[src/design/tlsm_pkg.sv]
// ----------------------------------------------------------------------------
// tlsm_pkg
// Shared widths, command codes, controller states and the command and status
// bundles that join the controller to the datapath.
// ----------------------------------------------------------------------------
package tlsm_pkg;

    localparam int LIST_DEPTH   = 512;
    localparam int TABLE_DEPTH  = 262144;
    localparam int VALUE_W      = 48;
    localparam int SUM_W        = VALUE_W + 1;
    localparam int WANT_W       = VALUE_W + 2;
    localparam int LIST_IDX_W   = $clog2(LIST_DEPTH);
    localparam int LIST_LEN_W   = $clog2(LIST_DEPTH + 1);
    localparam int TABLE_IDX_W  = $clog2(TABLE_DEPTH);
    localparam int TABLE_LEN_W  = $clog2(TABLE_DEPTH + 1);

    typedef enum logic [2:0] {
        CMD_CLEAR    = 3'd0,
        CMD_APPEND_A = 3'd1,
        CMD_APPEND_B = 3'd2,
        CMD_APPEND_C = 3'd3,
        CMD_BUILD    = 3'd4,
        CMD_QUERY    = 3'd5
    } cmd_t;

    typedef enum logic [7:0] {
        ST_IDLE      = 8'b0000_0001,
        ST_BUILD_CHK = 8'b0000_0010,
        ST_BUILD_WR  = 8'b0000_0100,
        ST_Q_CCHK    = 8'b0000_1000,
        ST_Q_CSUB    = 8'b0001_0000,
        ST_Q_TCHK    = 8'b0010_0000,
        ST_Q_TCMP    = 8'b0100_0000,
        ST_DONE      = 8'b1000_0000
    } state_t;

    typedef struct packed {
        logic clear;
        logic append;
        logic build_init;
        logic build_wr;
        logic q_init;
        logic q_sub;
        logic q_cmp;
        logic q_next_c;
        logic out_load;
    } ctrl_t;

    typedef struct packed {
        logic build_done;
        logic c_done;
        logic scan_done;
        logic found;
        logic out_free;
    } status_t;

endpackage

[src/design/tlsm_ctrl.sv]
// ----------------------------------------------------------------------------
// tlsm_ctrl
// Command decoder and sequencer for build and query passes.
// ----------------------------------------------------------------------------
module tlsm_ctrl import tlsm_pkg::*; (
    input  logic          aclk,
    input  logic          aresetn,
    input  logic          s_valid,
    output logic          s_ready,
    input  logic [2:0]    s_cmd,
    input  status_t       status,
    output ctrl_t         ctrl
);

    state_t state_reg, state_next;
    logic   accept;

    assign s_ready = (state_reg == ST_IDLE);
    assign accept  = s_valid && s_ready;

    always_ff @(posedge aclk) begin
        if (!aresetn) begin
            state_reg <= ST_IDLE;
        end else begin
            state_reg <= state_next;
        end
    end

    always_comb begin
        state_next = state_reg;
        ctrl       = '0;
        unique case (state_reg)
            ST_IDLE: begin
                if (accept) begin
                    unique case (s_cmd)
                        CMD_CLEAR: ctrl.clear = 1'b1;
                        CMD_APPEND_A, CMD_APPEND_B, CMD_APPEND_C: ctrl.append = 1'b1;
                        CMD_BUILD: begin
                            ctrl.build_init = 1'b1;
                            state_next      = ST_BUILD_CHK;
                        end
                        CMD_QUERY: begin
                            ctrl.q_init = 1'b1;
                            state_next  = ST_Q_CCHK;
                        end
                        default: ;
                    endcase
                end
            end
            ST_BUILD_CHK: begin
                state_next = status.build_done ? ST_IDLE : ST_BUILD_WR;
            end
            ST_BUILD_WR: begin
                ctrl.build_wr = 1'b1;
                state_next    = ST_BUILD_CHK;
            end
            ST_Q_CCHK: begin
                state_next = status.c_done ? ST_DONE : ST_Q_CSUB;
            end
            ST_Q_CSUB: begin
                ctrl.q_sub = 1'b1;
                state_next = ST_Q_TCHK;
            end
            ST_Q_TCHK: begin
                priority if (status.found) begin
                    state_next = ST_DONE;
                end else if (status.scan_done) begin
                    ctrl.q_next_c = 1'b1;
                    state_next    = ST_Q_CCHK;
                end else begin
                    state_next = ST_Q_TCMP;
                end
            end
            ST_Q_TCMP: begin
                ctrl.q_cmp = 1'b1;
                state_next = ST_Q_TCHK;
            end
            ST_DONE: begin
                if (status.out_free) begin
                    ctrl.out_load = 1'b1;
                    state_next    = ST_IDLE;
                end
            end
            default: state_next = ST_IDLE;
        endcase
    end

endmodule

[config.mk]
export PLATFORM = sky130hd
export DESIGN_NAME = tlsm_ctrl
export DESIGN_NICKNAME = d
export VERILOG_FILES = /design/src/design/tlsm_pkg.sv /design/src/design/tlsm_ctrl.sv
export SDC_FILE = /design/constraint.sdc
export NUM_CORES = 1
export LEC_CHECK = 0
export BUFFER_PORTS_ARGS = -buffer_cell sky130_fd_sc_hd__buf_4
export CAP_MARGIN = 20
export CORE_UTILIZATION = 30
export DETAILED_ROUTE_END_ITERATION = 7
export GPL_TIMING_DRIVEN = 0
export PLACE_DENSITY = 0.54
export SETUP_SLACK_MARGIN = 0.4
export SYNTH_ARGS = -nofsm -noshare
export SYNTH_HDL_FRONTEND = slang
export SYNTH_SLANG_ARGS = --single-unit
[constraint.sdc]
create_clock -name aclk -period 4 [get_ports aclk]
set_clock_uncertainty 0.05 [all_clocks]
set_input_delay 0.4 -clock aclk [delete_from_list [all_inputs] [get_ports aclk]]
set_output_delay 0.4 -clock aclk [all_outputs]
set_load 0.02 [all_outputs]
==> summary by stage <==
Die
The number of standard-cell rows in the floorplan is 15. The area of the core is 1760 um^2. From bottom edge to top edge, the die measures 45.8 um.

The die covers 2100 um^2. The count of boundary I/O pins is 21. The initial core utilization is 0.326.

The overall die width is 45.8 um.

STA
The post-route minimum period is 2.31 ns. In the finished design, the share of the clock period the worst path needs comes to 0.578. The aggregate negative setup slack is 0 ns. The count of endpoints failing hold in the final timing report came to 0.

For the pin with the worst max-slew slack, the measured transition is 0.284 ns. For this run, the top clock speed supported by timing is 432 MHz. The final-report setup violation count is 0.

Setup repair after global routing left no endpoint under its margin. Hold timing on the final database bottoms out at a slack of 0.276 ns. In this run the tightest slew margin relative to its limit is 0.810.

The max-slew violation total from the final report is 0.

Power and ir drop
The power density over the cells is 502 nW/um^2. The leakage power of the design is 0.354 nW. The worst-case IR drop observed on VDD is 0.224 mV.

Clock network
The count of hold-fix buffers inserted at cts is 0. Clock tree synthesis found a total of 8 sinks. The clock transition time at the flip-flop clock pins of the worst setup and hold paths is 0.05 ns.

The root buffer cell chosen for the clock tree is sky130_fd_sc_hd__clkbuf_4. CTS built an H-tree with a depth of 1. The later-pin clock latency in the skew report is 0.25 ns.

Once the clock tree was built, the setup fixing pass inserted 0 buffers. After clock tree synthesis, the repair step resized 0 gates. The TritonCTS clock tree is yes. The largest buffer count on any clock path is 2. Buffers inserted during clock tree synthesis total 3.

Global route
The initial antenna violation count is 0. The first global-routing pass estimated 2120 um of wire. After global routing the overflow that remains totals 0. Entering global routing, the biggest net connects 9 pins. The via count of the first global-routing pass is 490.

The global routing usage summed across all routing layers is 0.140.

Logic synthesis
The count of state elements after synthesis is 8. The mapped netlist covers 576 um^2. Synthesis produced a netlist with a net count of 83. Of all flip-flops after synthesis, the portion carrying an async set or reset was 0. The number of enable-type register cells in the synthesized netlist is 0. The share of synthesized area in the top cell type comes to 0.278. Ranked by total cell area, the synthesized netlist is headed by sky130_fd_sc_hd__dfxtp_1 (28%), sky130_fd_sc_hd__nor2_1 (6.5%), sky130_fd_sc_hd__nand2b_1 (5.4%). The register area share after synthesis is 0.278.

Among all flip-flop cells after synthesis, the most frequent one is sky130_fd_sc_hd__dfxtp_1. In this run, distinct cell masters in the synthesized netlist total 32. The cell count after synthesis came out at 72.

The total of warnings raised by yosys is 0. The mean post-synth cell area is 7.99 um^2. The cell accounting for the most synthesized area is sky130_fd_sc_hd__dfxtp_1.

Critical path
The nature of the critical path startpoint is a flop. The startpoint of the most critical register-to-register path is state_reg[4]$_SDFFE_PN0P_. The largest incremental delay on the critical path is 0.61 ns. The depth of the most critical reg-to-reg path is 4.

The data arrival time at the worst-slack endpoint is 1.86 ns. Setup slack on the worst reg-to-reg path comes out at 2.32 ns. In this run the worst path has a maximum fanout of 8.

The kind of end point of the critical path is an output pin. The critical register-to-register path endpoint is state_reg[2]$_SDFFE_PN0P_. The slowest cell on the critical path is sky130_fd_sc_hd__or4_4. STA puts the critical path data required time at 3.55 ns.

The critical path is of the reg2out type. The signal on the critical path passes through or4_4 > nor2_4 > nand2_1 > nor3b_1 > buf_4.

Placement
After legalization and detailed placement, the total HPWL measured 1050 um. The routability congestion estimate is 0.734. The count of buffers inserted at the top-level ports is 20. The number of placed instances with taps included is 117.

Layout
The number of diodes is 0. The net count of the finished layout is 108. The library cells used most frequently in the layout, excluding fill and tap cells, are sky130_fd_sc_hd__buf_4 (20), sky130_fd_sc_hd__nor2_1 (10), sky130_fd_sc_hd__dfxtp_1 (8). The number of flip-flops under the largest register name is 8. The number of fillers in the final layout is 185.

The library cell used most frequently in the layout, excluding fill and tap cells, is sky130_fd_sc_hd__buf_4. The final core utilization is 0.442. The area added between synthesis and finish is 35.4%.

The number of standard cells in the layout, taps in and fillers out is 120. The share of final-layout standard cells stronger than drive strength 1 is 0.347.

Drt
The final routed DRC violation total is 0. The antenna violation net count after detailed routing is 0. After the first detailed-routing iteration, the DRC count stood at 16. The total wirelength of the detailed-routed design is 1330 um. The routed length on met2 is 596 um. The count of TritonRoute iterations in the first routing pass is 4. The routed length on met1 is 659 um. Wire segments on met3 add up to 70 um in the final route. Using the TritonRoute via totals, the vias-per-cell ratio works out to 5.03.

The top routing layer in use is met3. The detailed router placed 603 vias in this run. The mean routed wirelength per cell is 11.1 um.

Worst hold path
The tightest min-delay check is of the in2reg type. The number of instances on the worst hold path is 2. The startpoint of the tightest hold check path is status[3].

The worst hold path terminates at state_reg[4]$_SDFFE_PN0P_.

Flow run
Max-cap violations in this run came to 0.

Run status
The flow ran to the end, and the final reports show no timing, DRC or antenna violations.
## layout make-up
class | instances | area (um^2) | share of cell area
inverters | 6 | 22.5 | 0.0289
multi-input cells | 58 | 393 | 0.504
flip-flops and latches | 8 | 160 | 0.205
well taps | 25 | 31.3 | 0.0401
clock buffers | 3 | 22.5 | 0.0289
repair buffers | 20 | 150 | 0.193
## how the worst max path moves through the flow
stage                              startpoint  endpoint  slack [ns]  cells after the start
floorplan           state_reg[2]$_SDFFE_PN0P_   ctrl[6]        1.74                      4
global placement    state_reg[2]$_SDFFE_PN0P_   ctrl[6]        1.95                      5
detailed placement  state_reg[2]$_SDFFE_PN0P_   ctrl[6]        1.95                      5
CTS                 state_reg[2]$_SDFFE_PN0P_   ctrl[6]        1.68                      5
global route        state_reg[2]$_SDFFE_PN0P_   ctrl[6]        1.58                      5
finish              state_reg[2]$_SDFFE_PN0P_   ctrl[6]        1.69                      5
## where the power goes
group	internal, mW	total (mW)	switching [mW]
Clock	0.0341	0.0586	0.0244
Combinational	0.104	0.219	0.116
Sequential	0.0931	0.114	0.0205
## worst max-delay path, delay by kind of cell, from the launching register on
family / cells / cell delay, ns
and+or+nand+nor: 4 / 1.09
DFF: 1 / 0.37
buffers and inverters: 1 / 0.17
## stage by stage
step	setup slack, ns	cell area, um^2	total power [mW]
6_report	1.69	779	0.392
4_1_cts	1.68	779	0.396
5_1_grt	1.58	779	0.426
2_1_floorplan	1.74	576	0.276
3_5_place_dp	1.95	757	0.336
3_3_place_gp	1.95	757	0.337
## layer usage
layer,vias up,track usage
li1,313,-
met4,0,0.0353
met3,0,0.0357
met5,-,0
met1,275,0.206
met2,15,0.200
## synthesized netlist by cell type, types with 2 or more instances
| library cell | n |
|---|---|
| sky130_fd_sc_hd__nand2_1 | 7 |
| sky130_fd_sc_hd__nor2_1 | 10 |
| sky130_fd_sc_hd__inv_1 | 6 |
| sky130_fd_sc_hd__nand2b_1 | 5 |
| sky130_fd_sc_hd__nor3_1 | 4 |
| sky130_fd_sc_hd__nor3b_1 | 2 |
| sky130_fd_sc_hd__nand3_1 | 2 |
| sky130_fd_sc_hd__or4_4 | 2 |
| sky130_fd_sc_hd__o211a_1 | 2 |
| sky130_fd_sc_hd__or3_4 | 2 |
| sky130_fd_sc_hd__a21oi_1 | 2 |
| sky130_fd_sc_hd__dfxtp_1 | 8 |
## logic make-up (layout without fill, tap and decap cells)
kind of cell / after synthesis / count (layout) / synth area share
AND/OR/NAND/NOR: 45 / 45 / 0.489
flip-flops: 8 / 8 / 0.278
buffers and inverters: 6 / 29 / 0.0391
XOR/XNOR: 1 / 1 / 0.0152
AO/OA/AOI/OAI: 12 / 12 / 0.178
(Power assumes the default switching activity.)
